--- config.mk ---
export PLATFORM = sky130hd
export DESIGN_NAME = sobm_mag
export DESIGN_NICKNAME = d
export VERILOG_FILES = /design/src/hdl/sobm_pkg.sv /design/src/hdl/sobm_mag.sv
export SDC_FILE = /design/constraint.sdc
export NUM_CORES = 1
export LEC_CHECK = 0
export BUFFER_PORTS_ARGS = -buffer_cell sky130_fd_sc_hd__buf_2
export CORE_AREA = 2 2 77 79
export DETAILED_ROUTE_END_ITERATION = 12
export DIE_AREA = 0 0 79 81
export PLACE_DENSITY = 0.69
export SETUP_SLACK_MARGIN = 0.1
export SLEW_MARGIN = 0
export SYNTH_ARGS = -nofsm -noshare
export SYNTH_HDL_FRONTEND = slang
export SYNTH_SLANG_ARGS = --single-unit
--- constraint.sdc ---
create_clock -name vclk -period 6.2
set_input_delay 1.24 -clock vclk [all_inputs]
set_output_delay 1.24 -clock vclk [all_outputs]
set_load 0.01 [all_outputs]
--- src/hdl/sobm_pkg.sv ---
// shared types, register codes and constants of the sobel edge magnitude block
package sobm_pkg;

  // line store depth and address width
  localparam int MAX_WIDTH = 4096;
  localparam int LS_AW     = $clog2(MAX_WIDTH);

  // register file reset values
  localparam logic [12:0] IMAGE_WIDTH_RST   = 13'd640;
  localparam logic [15:0] IMAGE_HEIGHT_RST  = 16'd480;
  localparam logic [12:0] ACTIVE_WIDTH_RST  = 13'd512;
  localparam logic [15:0] ACTIVE_HEIGHT_RST = 16'd384;
  localparam logic        QUANT_EN_RST      = 1'b1;
  localparam logic [3:0]  SHIFT_AMOUNT_RST  = 4'd2;

  // largest value carried by edge_value
  localparam logic [7:0] EDGE_MAX = 8'd255;

  // register indexes
  localparam logic [2:0] CFG_IMAGE_WIDTH     = 3'd0;
  localparam logic [2:0] CFG_IMAGE_HEIGHT    = 3'd1;
  localparam logic [2:0] CFG_ACTIVE_WIDTH    = 3'd2;
  localparam logic [2:0] CFG_ACTIVE_HEIGHT   = 3'd3;
  localparam logic [2:0] CFG_QUANTIZE_ENABLE = 3'd4;
  localparam logic [2:0] CFG_SHIFT_AMOUNT    = 3'd5;

  // input word
  typedef struct packed {
    logic [7:0] pixel;
    logic       frame_start;
  } in_word_t;

  // result word
  typedef struct packed {
    logic [7:0]  edge_value;
    logic [11:0] out_col;
    logic [15:0] out_row;
    logic        frame_end;
  } out_word_t;

  // register file contents with the effective frame limits
  typedef struct packed {
    logic [11:0] w_m1;
    logic [15:0] h_m1;
    logic [12:0] active_width;
    logic [15:0] active_height;
    logic        quant_en;
    logic [3:0]  shift_amount;
  } cfg_t;

endpackage

--- src/hdl/sobm_mag.sv ---
// gradient magnitude: |gx|+|gy|, optional right shift, clamp, active mask
module sobm_mag (
  input  logic signed [10:0] gx,
  input  logic signed [10:0] gy,
  input  logic               mag_en,
  input  sobm_pkg::cfg_t     cfg,
  output logic [7:0]         edge_value
);
  import sobm_pkg::*;

  logic [10:0] abs_x;
  logic [10:0] abs_y;
  logic [10:0] sum;
  logic [10:0] shifted;

  // absolute values, each at most 1020
  assign abs_x = gx[10] ? 11'(-gx) : 11'(gx);
  assign abs_y = gy[10] ? 11'(-gy) : 11'(gy);
  assign sum   = abs_x + abs_y;

  // quantization shift
  assign shifted = cfg.quant_en ? (sum >> cfg.shift_amount) : sum;

  // clamp and mask
  always_comb begin
    if (!mag_en) begin
      edge_value = 8'd0;
    end else if (shifted > 11'(EDGE_MAX)) begin
      edge_value = EDGE_MAX;
    end else begin
      edge_value = shifted[7:0];
    end
  end

endmodule

==> run summary <==
status: finished, final reports clean
Hold Crit Class: input pin to output port
routability cong.: 0.8709
Design Area, Final: 1792 um^2
Post-DP Area: 1775 um^2
kind of critical path: input pin to output port
via count: 1671
routed len/inst: 12.59 um
RSZ-0062 raised after global routing: false
Seq/Total Area, Yosys: 0%
Initial Util: 28.33%
net count after synthesis: 311
num ports: 93
DR DRC count: 0
Die ar.: 6399 um^2
n_diodes: 0
Die H: 81 um
worst vdd ir: 59.22 uV
vias per cell: 5.322
crit path launch type: input pin
Max-cap violations: 0
switching power: 173.6 uW
Worst EP arrival: 4.64 ns
clock buffer count: 0
most common cell after layout, fill and taps aside: buf_2
sequential share of power: 0%
initial antenna violation count: 0
hold buffer count at cts: 0
Hold Startpoint: mag_en
worst hold path cell count: 3
Cells after Synth: 213
Hold Path Sink: edge_value[6]
Critical Path RT: 4.96 ns
post-DP HPWL: 3287 um
DRT Pass-1 Iters: 4
total track usage: 12.24%
grt ovf: 0
f_max: 170.2 MHz
Post-Syn Area: 1608 um^2
vias in the first global route: 1530
library cells used by synthesis: 64
final hold violation count: 0
Comb power frac: 100.0%
Post-Route Setup TNS: 0 ns
CP Capture Type: output port
Clock Power Share: 0%
number of synthesis warnings: 0
Pins Over Slew Limit: 0
switch share: 56.87%
share of cells above drive strength 1: 27.20%
Final Critical Period: 5.877 ns
crit-path max FO: 8
# rows: 28
post-route ant nets: 0
first-pass GRT wire length: 6734 um
Final nets: 339
average size of a mapped cell: 7.548 um^2
Area Overhead vs Synth: 11.44%
Slew @ Worst Pin: 0.4564 ns
Power Density: 170.3 nW/um^2
Port Buffers: 36
Max-slew headroom: 69.57%
1st-iter DRT viols: 57
DIE WIDTH: 79 um
commonest cells after routing, fill and taps aside: buf_2 (36), nand2_1 (19), xnor2_1 (19)
pin count of the biggest net entering global routing: 27
fin crit share: 94.79%
final sequential cell count: 0
final-report setup violation count: 0
final wirelength: 3952 um
internal power: 131.6 uW
Core Region: 5675 um^2
Leak: 0.0007321 uW
Storage cell area: 0 um^2
-- cells in the mapped netlist (all sizes together), types with 6 or more instances --
library cell | count | area (um^2)
a211oi | 7 | 52.55
nand3 | 6 | 35.03
xnor2 | 20 | 182.7
nor2 | 19 | 76.32
inv | 10 | 37.54
o41ai | 6 | 71.32
nor3 | 6 | 30.03
mux2i | 7 | 70.07
ha | 12 | 150.1
nand2 | 19 | 71.32
a21oi | 11 | 62.56
o21ai | 19 | 98.84
-- routing by layer --
metal,vias to the layer above,GRT usage (%),part of all wire (%)
li1,850,-,-
met1,771,17.13,49
met2,48,21.78,46
met3,2,0.4444,5.1
met4,0,1.034,0.46
met5,-,0,0
-- final cells by class --
class / instances / area (um^2)
well taps: 75 / 93.84
inverters: 10 / 37.54
repair buffers: 37 / 187.7
multi-input cells: 192 / 1473
fillers: 648 / 3884
-- critical path: stages --
cell and delay [ns]:
buf_2 0.09, inv_1 0.08, nand2_1 0.09, or4b_2 0.67
o21ai_1 0.17, xnor2_1 0.15, ha_2 0.34, o21ai_0 0.17
nor2_1 0.07, a311oi_2 0.27, xor2_1 0.27, inv_1 0.10
o22ai_1 0.20, o211ai_2 0.23, o31a_1 0.35, buf_2 0.14
-- cells by family (layout without fill, tap and decap cells) --
group | after synthesis | count (layout) | share of synthesized area (%)
AO/OA/AOI/OAI | 74 | 74 | 34.63
XOR/XNOR | 25 | 25 | 14.55
adder cells (fa/ha/maj) | 13 | 13 | 10.58
buffers and inverters | 21 | 47 | 8.949
multiplexers | 10 | 10 | 7.860
AND/OR/NAND/NOR | 70 | 70 | 23.42
-- metrics by stage --
step	worst slack (ns)	std cells	total power, uW	hold WS (ns)	utilization, %
3_5_place_dp	0.2542	313	296.4	2.884	31.28
3_3_place_gp	0.2888	313	291.1	2.876	31.28
5_1_grt	0.1241	314	339.7	2.905	31.57
2_1_floorplan	0.8257	213	233.6	2.733	-
6_report	0.3232	314	305.2	2.881	31.57
4_1_cts	0.2469	313	297.7	2.884	31.28
-- worst max path at each step --
stage,slack [ns],startpoint,end,cells after the start
after CTS,0.25,gx[1],edge_value[3],16
after global routing,0.12,gx[1],edge_value[1],16
after global placement,0.29,gx[0],edge_value[3],16
after floorplan,0.83,gx[1],edge_value[1],13
final,0.32,gx[1],edge_value[3],16
after detailed placement,0.25,gx[1],edge_value[3],16
-- power by group through the flow --
stage               Clock [uW]  Combinational, uW  Sequential, uW
global placement             0                291               0
CTS                          0                298               0
floorplan                    0                234               0
detailed placement           0                296               0
global route                 0                340               0
finish                       0                305               0
-- what timing repair did --
action,4_1_cts,5_1_grt
gates resized for setup,0,4
setup endpoints to repair,0,5
hold endpoints to repair,0,0
buffers inserted,0,1
(Power assumes the default switching activity.)
