<file path="config.mk">
export PLATFORM = sky130hd
export DESIGN_NAME = sobm_cfg
export DESIGN_NICKNAME = d
export VERILOG_FILES = /design/src/hdl/sobm_pkg.sv /design/src/hdl/sobm_cfg.sv
export SDC_FILE = /design/constraint.sdc
export NUM_CORES = 1
export LEC_CHECK = 0
export ABC_AREA = 1
export BUFFER_PORTS_ARGS = -buffer_cell sky130_fd_sc_hd__clkbuf_2
export CORE_ASPECT_RATIO = 0.6
export CORE_UTILIZATION = 35
export DETAILED_ROUTE_END_ITERATION = 10
export SLEW_MARGIN = 30
export SYNTH_ARGS = -nofsm -noshare
export SYNTH_HDL_FRONTEND = slang
export SYNTH_SLANG_ARGS = --single-unit
</file>
<file path="constraint.sdc">
create_clock -name clk -period 1.9 [get_ports clk]
set_clock_uncertainty 0.05 [all_clocks]
set_input_delay 0.19 -clock clk [delete_from_list [all_inputs] [get_ports clk]]
set_output_delay 0.19 -clock clk [all_outputs]
set_load 0.01 [all_outputs]
</file>
<file path="src/hdl/sobm_pkg.sv">
// shared types, register codes and constants of the sobel edge magnitude block
package sobm_pkg;

  // line store depth and address width
  localparam int MAX_WIDTH = 4096;
  localparam int LS_AW     = $clog2(MAX_WIDTH);

  // register file reset values
  localparam logic [12:0] IMAGE_WIDTH_RST   = 13'd640;
  localparam logic [15:0] IMAGE_HEIGHT_RST  = 16'd480;
  localparam logic [12:0] ACTIVE_WIDTH_RST  = 13'd512;
  localparam logic [15:0] ACTIVE_HEIGHT_RST = 16'd384;
  localparam logic        QUANT_EN_RST      = 1'b1;
  localparam logic [3:0]  SHIFT_AMOUNT_RST  = 4'd2;

  // largest value carried by edge_value
  localparam logic [7:0] EDGE_MAX = 8'd255;

  // register indexes
  localparam logic [2:0] CFG_IMAGE_WIDTH     = 3'd0;
  localparam logic [2:0] CFG_IMAGE_HEIGHT    = 3'd1;
  localparam logic [2:0] CFG_ACTIVE_WIDTH    = 3'd2;
  localparam logic [2:0] CFG_ACTIVE_HEIGHT   = 3'd3;
  localparam logic [2:0] CFG_QUANTIZE_ENABLE = 3'd4;
  localparam logic [2:0] CFG_SHIFT_AMOUNT    = 3'd5;

  // input word
  typedef struct packed {
    logic [7:0] pixel;
    logic       frame_start;
  } in_word_t;

  // result word
  typedef struct packed {
    logic [7:0]  edge_value;
    logic [11:0] out_col;
    logic [15:0] out_row;
    logic        frame_end;
  } out_word_t;

  // register file contents with the effective frame limits
  typedef struct packed {
    logic [11:0] w_m1;
    logic [15:0] h_m1;
    logic [12:0] active_width;
    logic [15:0] active_height;
    logic        quant_en;
    logic [3:0]  shift_amount;
  } cfg_t;

endpackage

</file>
<file path="src/hdl/sobm_cfg.sv">
// configuration register file and effective frame limits
module sobm_cfg (
  input  logic              clk,
  input  logic              rst_n,
  input  logic              cfg_valid,
  output logic              cfg_ready,
  input  logic [2:0]        cfg_index,
  input  logic [15:0]       cfg_data,
  output sobm_pkg::cfg_t    cfg
);
  import sobm_pkg::*;

  logic [12:0] image_width_r;
  logic [15:0] image_height_r;
  logic [12:0] active_width_r;
  logic [15:0] active_height_r;
  logic        quant_en_r;
  logic [3:0]  shift_amount_r;
  logic        wr;
  logic [11:0] w_m1;
  logic [15:0] h_m1;

  assign cfg_ready = 1'b1;
  assign wr        = cfg_valid && cfg_ready;

  // register writes, unknown indexes are dropped
  always_ff @(posedge clk) begin
    if (!rst_n) begin
      image_width_r   <= IMAGE_WIDTH_RST;
      image_height_r  <= IMAGE_HEIGHT_RST;
      active_width_r  <= ACTIVE_WIDTH_RST;
      active_height_r <= ACTIVE_HEIGHT_RST;
      quant_en_r      <= QUANT_EN_RST;
      shift_amount_r  <= SHIFT_AMOUNT_RST;
    end else if (wr) begin
      unique case (cfg_index)
        CFG_IMAGE_WIDTH:     image_width_r   <= cfg_data[12:0];
        CFG_IMAGE_HEIGHT:    image_height_r  <= cfg_data;
        CFG_ACTIVE_WIDTH:    active_width_r  <= cfg_data[12:0];
        CFG_ACTIVE_HEIGHT:   active_height_r <= cfg_data;
        CFG_QUANTIZE_ENABLE: quant_en_r      <= cfg_data[0];
        CFG_SHIFT_AMOUNT:    shift_amount_r  <= cfg_data[3:0];
        default: ;
      endcase
    end
  end

  // last column: width saturated into 3..MAX_WIDTH, minus one
  always_comb begin
    if (image_width_r < 13'd3) begin
      w_m1 = 12'd2;
    end else if (image_width_r > 13'(MAX_WIDTH)) begin
      w_m1 = 12'(MAX_WIDTH - 1);
    end else begin
      w_m1 = 12'(image_width_r - 13'd1);
    end
  end

  // last row: height raised to at least 3, minus one
  assign h_m1 = (image_height_r < 16'd3) ? 16'd2 : (image_height_r - 16'd1);

  assign cfg = {w_m1, h_m1, active_width_r, active_height_r, quant_en_r, shift_amount_r};

endmodule

</file>
==> results of run 1 <==
## flip-flops by register name, indices dropped and copies added (netlist names)
register,flops
active_height_r,16
image_height_r,16
active_width_r,13
image_width_r,13
shift_amount_r,4
quant_en_r,1
## worst max-delay path by stage
stage	start	endpoint	depth (start not counted)	slack (ns)
5_1_grt	image_height_r[12]	cfg[36]	7	-0.03
3_3_place_gp	image_width_r[0]	cfg[60]	10	0.26
4_1_cts	image_height_r[4]	cfg[37]	7	-0.007
2_1_floorplan	image_width_r[0]	cfg[60]	8	0.45
6_report	image_width_r[1]	cfg[57]	9	0.06
3_5_place_dp	image_width_r[0]	cfg[60]	10	0.21
## worst max-delay path: stages (launching register included)
cell and delay, ns:
dfxtp_2 0.33, inv_2 0.11, ha_4 0.14, nand2_1 0.06, nor2_2 0.09, nand2_2 0.11
nand2_4 0.11, nand3_1 0.07, and2_1 0.14, clkbuf_2 0.12
## routing by layer
layer | vias to the layer above | part of all wire, %
met5 | - | 0
met4 | 0 | 0.38
met3 | 4 | 7.4
met2 | 109 | 41
met1 | 1485 | 51
li1 | 1631 | -
## metrics by stage
| step | area (sq um) | power (mW) | hold slack [ns] | setup TNS (ns) | std cells |
|---|---|---|---|---|---|
| floorplan | 3098 | 1.677 | 0.2532 | 0 | 453 |
| global placement | 3595 | 1.836 | 0.3946 | 0 | 635 |
| CTS | 3985 | 3.626 | 0.05544 | -0.006764 | 653 |
| detailed placement | 3595 | 1.842 | 0.4071 | 0 | 635 |
| global route | 4174 | 3.796 | 0.07471 | -0.05372 | 660 |
| finish | 4174 | 3.629 | 0.06772 | 0 | 660 |
## kinds of logic after synthesis
| group | synth area share (%) |
|---|---|
| AOI/OAI and AO/OA | 14.50 |
| adders and majority gates | 1.616 |
| DFF | 40.71 |
| buffers and inverters | 8.280 |
| xor gates and xnor gates | 2.827 |
| and+or+nand+nor | 31.95 |
| other | 0.1210 |
## synthesized netlist by cell type (all sizes together)
master,number
a21oi,42
a31oi,1
and2,1
buf,13
clkbuf,6
conb,1
dfxtp,63
ha,4
inv,40
nand2,100
nand3,26
nand4,2
nor2,94
nor3,4
o211ai,3
o21ai,42
or2,1
xnor2,4
xor2,6
## what timing repair did
| action | 4_1_cts | 5_1_grt |
|---|---|---|
| hold buffers | 0 | 0 |
| setup endpoints to repair | 23 | 27 |
| buffers inserted | 1 | 7 |
| gates cloned | 1 | 0 |
| resized for setup | 15 | 48 |
| pin swaps | 3 | 14 |
## cell type report
class                   instances  area share [%]
clock buffers                  13           6.235
clock inverters                 3           1.559
inverters                      40           3.897
multi-input cells             332           41.82
flip-flops and latches         63           30.58
well taps                     112           3.357
repair buffers                 97           12.56
## report_power, final
group          switching, mW  internal (mW)  leakage (nW)  total (mW)
registers             0.0430           1.37         0.514        1.41
logic                  0.281          0.176          1.31       0.457
clock network          0.545           1.22         0.160        1.76
total                  0.868           2.76          1.98        3.63
==> metrics.md, run 1 <==
| Metric | Value |
|---|---|
| Flops & latches, synth | `63` |
| Area leader, netlist | `dfxtp_1` |
| CTS buffer count | `9` |
| Required @ worst endpoint | `1.66 ns` |
| Met1 Use GR | `29.74%` |
| N_diodes | `0` |
| Synthesized area | `0.003098 sq mm` |
| I/O Buffers | `83` |
| R2r setup slk | `1.05 ns` |
| Status | `complete, but fails checks` |
| Area of the multi-input gates | `0.001745 sq mm` |
| Area grow syn2layout | `34.73%` |
| CTS Sinks | `63` |
| Top cell type's share of synthesized area | `40.71%` |
| Setup Crit Path Kind | `register to output port` |
| DRT Wirelength | `9.118 mm` |
| First-pass GRT wire length | `13.74 mm` |
| Most common cell after layout, fill and taps aside | `nand2_1` |
| CTS tree | `done` |
| Worst hold start | `cfg_data[13]` |
| Nets | `569` |
| FF-to-FF Start | `image_width_r[7]` |
| DR iter-0 viols | `198` |
| Die ar. | `0.009244 sq mm` |
| Max-slew violations | `0` |
| Worst Max-Slew Pin Slew | `0.5748 ns` |
| WHS Endpoint | `active_height_r[13]` |
| Die width | `123.5 microns` |
| Initial antenna violation count | `0` |
| Placement Setup Slack | `0.2103 ns` |
| Static leakage | `1.982 nW` |
| Drt pass-1 iters | `7` |
| Rows | `26` |
| Crit path capture type | `output port` |
| Hold path depth | `3` |
| Final period util | `96.92%` |
| WP data arrival | `1.60 ns` |
| Largest net degree at the start of global routing | `32` |
| DP HPWL | `6.564 mm` |
| Leading cell types in the layout, fill and taps excluded | `nand2_1, clkbuf_2, nor2_1, dfxtp_1, o21ai_0` |
| Top cells by area, synth | `dfxtp_1, nand2_1, nor2_1` |
| CTS max path bufs | `2` |
| Failing checks | `DRC` |
| Root Buffer | `clkbuf_16` |
| Worst skew pair latency | `0.32 ns` |
| Placeable Area | `0.008556 sq mm` |
| Worst reg2reg endpoint | `image_width_r[7]` |
| Fmax | `543.0 MHz` |
| Peak VDD IR | `0.6045 mV` |
| Slew headroom | `61.63%` |
| Syn Nets | `479` |
| Vias per cell | `4.892` |
| GPL Wtd Cong | `0.8954` |
| Drt wl/cell | `13.82 microns` |
| Die height | `74.88 microns` |
| Total number of vias | `3229` |
| Post-Syn Instances | `453` |
| Worst Setup Slack, final | `0.05851 ns` |
| Min-delay worst type | `primary input to register` |
| Post-synth cell types | `30` |
| # DRC | `1` |
| Met2 Use GR | `28.68%` |
| Vias in the first global route | `2718` |
| Synth warn | `0` |
| MaxCap Viol Count | `0` |
| Final Setup Violations | `0` |
| Mean post-synth cell area | `6.839 sq um` |
| Initial cell density of the core | `36.21%` |
| Post-layout util | `48.79%` |
| GR Overflow Total | `0` |
| Share of cells above drive strength 1 | `31.93%` |
| Total GRT Usage | `20.17%` |
| Maximum fanout along the worst path | `6` |
| Worst setup SP type | `register` |
| Final ANT Viol Nets | `0` |
| Top Usage Layer GRT | `met1` |
| PD cells | `869.4 mW/mm^2` |
| Final hold vios | `0` |
| CTS H-tree depth | `3` |
| Register area share after synthesis | `40.71%` |
| Clock slew at reported path FFs | `0.05 ns` |
| Fin crit period | `1.841 ns` |
| Met3 Use GR | `5.530%` |
| Top Ports | `85` |
| Filler cells | `881` |
| Seq. cell area | `0.001276 sq mm` |
| Reg2Reg Depth | `2` |
Power figures use the tool's default switching activity.
==> inputs of run 2 (changes only) <==
- ABC_AREA: 1 -> unset
==> metrics.md, run 2 <==
| Metric | Value |
|---|---|
| Root Buffer | `clkbuf_16` |
| DR iter-0 viols | `174 (-12%)` |
| Syn Nets | `417 (-13%)` |
| Top-count cell post-synth | `nand2_1` |
| Inst Count DP | `603 (-5.0%)` |
| Fin crit period | `2.662 ns (+0.8206 ns)` |
| # DRC | `0 (-1)` |
| Hold slack | `0.06002 ns (-0.007697 ns)` |
| PD cells | `726.5 mW/mm^2 (-16%)` |
| Final hold vios | `0 (unchanged)` |
| GPL Wtd Cong | `0.8300 (-7.3%)` |
| N_diodes | `0 (unchanged)` |
| Clock slew at reported path FFs | `0.05 ns (about the same)` |
| Die width | `122.9 microns (-0.42%)` |
| Min-delay worst type | `primary input to register` |
| Share of cells above drive strength 1 | `40.35% (+8.4 points)` |
| Commonest cells in the netlist | `nand2_1, dfxtp_1, a21boi_0` |
| Area leader, netlist | `dfxtp_1` |
| Filler cells | `826 (-6.2%)` |
| Rows | `26 (unchanged)` |
| RSZ-0062 raised after global routing | `true` |
| Largest registers | `active_height_r x16, image_height_r x16` |
| DP HPWL | `6.728 mm (+2.5%)` |
| CP max stage delay | `0.53 ns (+0.20 ns)` |
| DRT Wirelength | `9.415 mm (+3.3%)` |
| Static leakage | `1.839 nW (-7.2%)` |
| Failing checks | `setup timing` |
| FF-to-FF Start | `image_height_r[14]` |
| Initial cell density of the core | `36.04% (-0.17 points)` |
| CP max stage cell | `or4_4` |
| Die height | `74.57 microns (-0.41%)` |
| Top Ports | `85 (unchanged)` |
| Initial antenna violation count | `0 (unchanged)` |
| CTS buffer count | `9 (unchanged)` |
| Family with the most delay on the worst path | `simple AND/OR/NAND/NOR gates` |
| Total number of vias | `3131 (-3.0%)` |
| Largest net degree at the start of global routing | `64 (+100%)` |
| Setup Crit Path Kind | `register to output port` |
| Synthesized area | `0.003072 sq mm (-0.85%)` |
| Hold path depth | `3 (unchanged)` |
| First-pass GRT wire length | `14.84 mm (+8.0%)` |
| Hold-fix buffers, CTS | `0 (unchanged)` |
| WHS Endpoint | `active_height_r[15]` |
| Worst hold start | `cfg_data[15]` |
| Flops & latches, synth | `63 (unchanged)` |
| Post-Syn Instances | `391 (-14%)` |
| Crit path top cell by count | `or4_4` |
| Placement Setup Slack | `-0.4243 ns (-0.6347 ns)` |
| Max-slew violations | `0 (unchanged)` |
| Mean post-synth cell area | `7.856 sq um (+15%)` |
| WP data arrival | `2.42 ns (+0.82 ns)` |
| Top cells by area, synth | `dfxtp_1, nand2_1, a21boi_0` |
| Placeable Area | `0.008523 sq mm (-0.38%)` |
| Synth Flop Type | `dfxtp_1` |
| GR Overflow Total | `0 (unchanged)` |
| Drt pass-1 iters | `4 (-3)` |
| Final period util | `140.1% (+43 points)` |
| I/O Buffers | `83 (unchanged)` |
| Required @ worst endpoint | `1.66 ns (about the same)` |
| Area grow syn2layout | `47.05%` |
| Register area share after synthesis | `41.06% (+0.35 points)` |
| CTS Sinks | `63 (unchanged)` |
| Worst Setup Slack, final | `-0.7621 ns (-0.8206 ns)` |
| Vias per cell | `5.010 (+2.4%)` |
| R2r setup slk | `1.00 ns (-0.05 ns)` |
| Worst reg2reg endpoint | `image_height_r[14]` |
| Most common cell after layout, fill and taps aside | `nand2_1` |
| Nets | `534 (-6.2%)` |
| Top cell type's share of synthesized area | `41.06% (+0.35 points)` |
| Final Setup Violations | `28 (+28)` |
| Crit path capture type | `output port` |
| Peak VDD IR | `0.4168 mV (-31%)` |
| CTS tree | `done` |
| Synth warn | `0 (unchanged)` |
| Fmax | `375.6 MHz (-31%)` |
| CP cell instances | `or4_4 -> or4_4 -> or4_4 -> a21oi_2 -> clkbuf_2` |
| Drt wl/cell | `15.06 microns (+9.0%)` |
| EDFF count, synth | `0 (unchanged)` |
| Leading cell types in the layout, fill and taps excluded | `nand2_1, clkbuf_2, dfxtp_1, a21boi_0, buf_4` |
| CP Buf/Inv Count | `1 (-1)` |
| Final ANT Viol Nets | `0 (unchanged)` |
| CTS H-tree depth | `3 (unchanged)` |
| Reg2Reg Depth | `2 (unchanged)` |
| Fin cells | `625 (-5.3%)` |
| Status | `complete, but fails checks` |
| Worst skew pair latency | `0.33 ns (about the same)` |
| MaxCap Viol Count | `0 (unchanged)` |
| Post-synth cell types | `38 (+27%)` |
| Maximum fanout along the worst path | `5 (-1)` |
| FFs w/ async S/R, synth | `0% (unchanged)` |
| Total GRT Usage | `21.86% (+1.7 points)` |
| Die ar. | `0.009167 sq mm (-0.83%)` |
| Vias in the first global route | `2844 (+4.6%)` |
| CTS max path bufs | `2 (unchanged)` |
| Worst setup SP type | `register` |
[run 2: metal layers]
metal	routed length [microns]	GRT usage, %
met5	0	0
met4	133	9.485
met3	693	6.672
met2	3789	29.84
met1	4798	31.41
[run 2: metrics by stage]
step	power [mW]	util [%]	area (sq um)	setup TNS, ns
finish	3.282	52.99	4517	-12.65
global route	3.428	52.99	4517	-15.28
CTS	3.304	51.98	4431	-12.87
detailed placement	1.764	46.32	3948	-5.520
global placement	1.755	46.32	3948	-5.237
floorplan	1.595	-	3154	-4.903
[run 2: cell type report]
cell class	instances	area, sq um	area share (%)
Sequential cell	63	1271	28.14
Clock inverter	5	33.78	0.7479
Multi-Input combinational cell	298	1936	42.85
Timing Repair Buffer	132	873.3	19.34
Clock buffer	11	242.7	5.374
Tap cell	112	140.1	3.102
Inverter	4	20.02	0.4432
[run 2: report_power, final]
group / switching [mW] / internal (mW) / total, mW
combinational: 0.215 / 0.188 / 0.403
clock: 0.584 / 0.914 / 1.50
sequential: 0.0259 / 1.35 / 1.38
[run 2: kinds of logic after synthesis]
logic type | count (synthesis) | synth area share [%]
adder cells (fa/ha/maj) | 4 | 1.629
multiplexers | 5 | 1.629
buffers and inverters | 31 | 4.195
other | 1 | 0.1221
AO/OA/AOI/OAI | 73 | 16.66
flip-flops | 63 | 41.06
XOR/XNOR | 16 | 4.562
AND/OR/NAND/NOR | 198 | 30.14
[run 2: worst max path at each step]
| stage | startpoint | to | depth (start not counted) |
|---|---|---|---|
| after floorplan | image_height_r[8] | cfg[49] | 4 |
| after global placement | image_height_r[8] | cfg[49] | 5 |
| after detailed placement | image_height_r[8] | cfg[49] | 5 |
| after CTS | image_height_r[8] | cfg[49] | 5 |
| after global routing | image_height_r[8] | cfg[42] | 6 |
| final | image_height_r[8] | cfg[49] | 5 |
[run 2: worst reg2reg max path, stage by stage, from the launching register on]
cell	delay, ns
dfxtp_1	0.52
nand2_1	0.08
a21boi_0	0.17
[run 2: timing repair]
action / in CTS / in global routing
endpoints found under the setup margin: 28 / 28
gates cloned: 3 / 0
gates resized for setup: 44 / 29
pin swaps: 21 / 11
setup buffers: 2 / 1
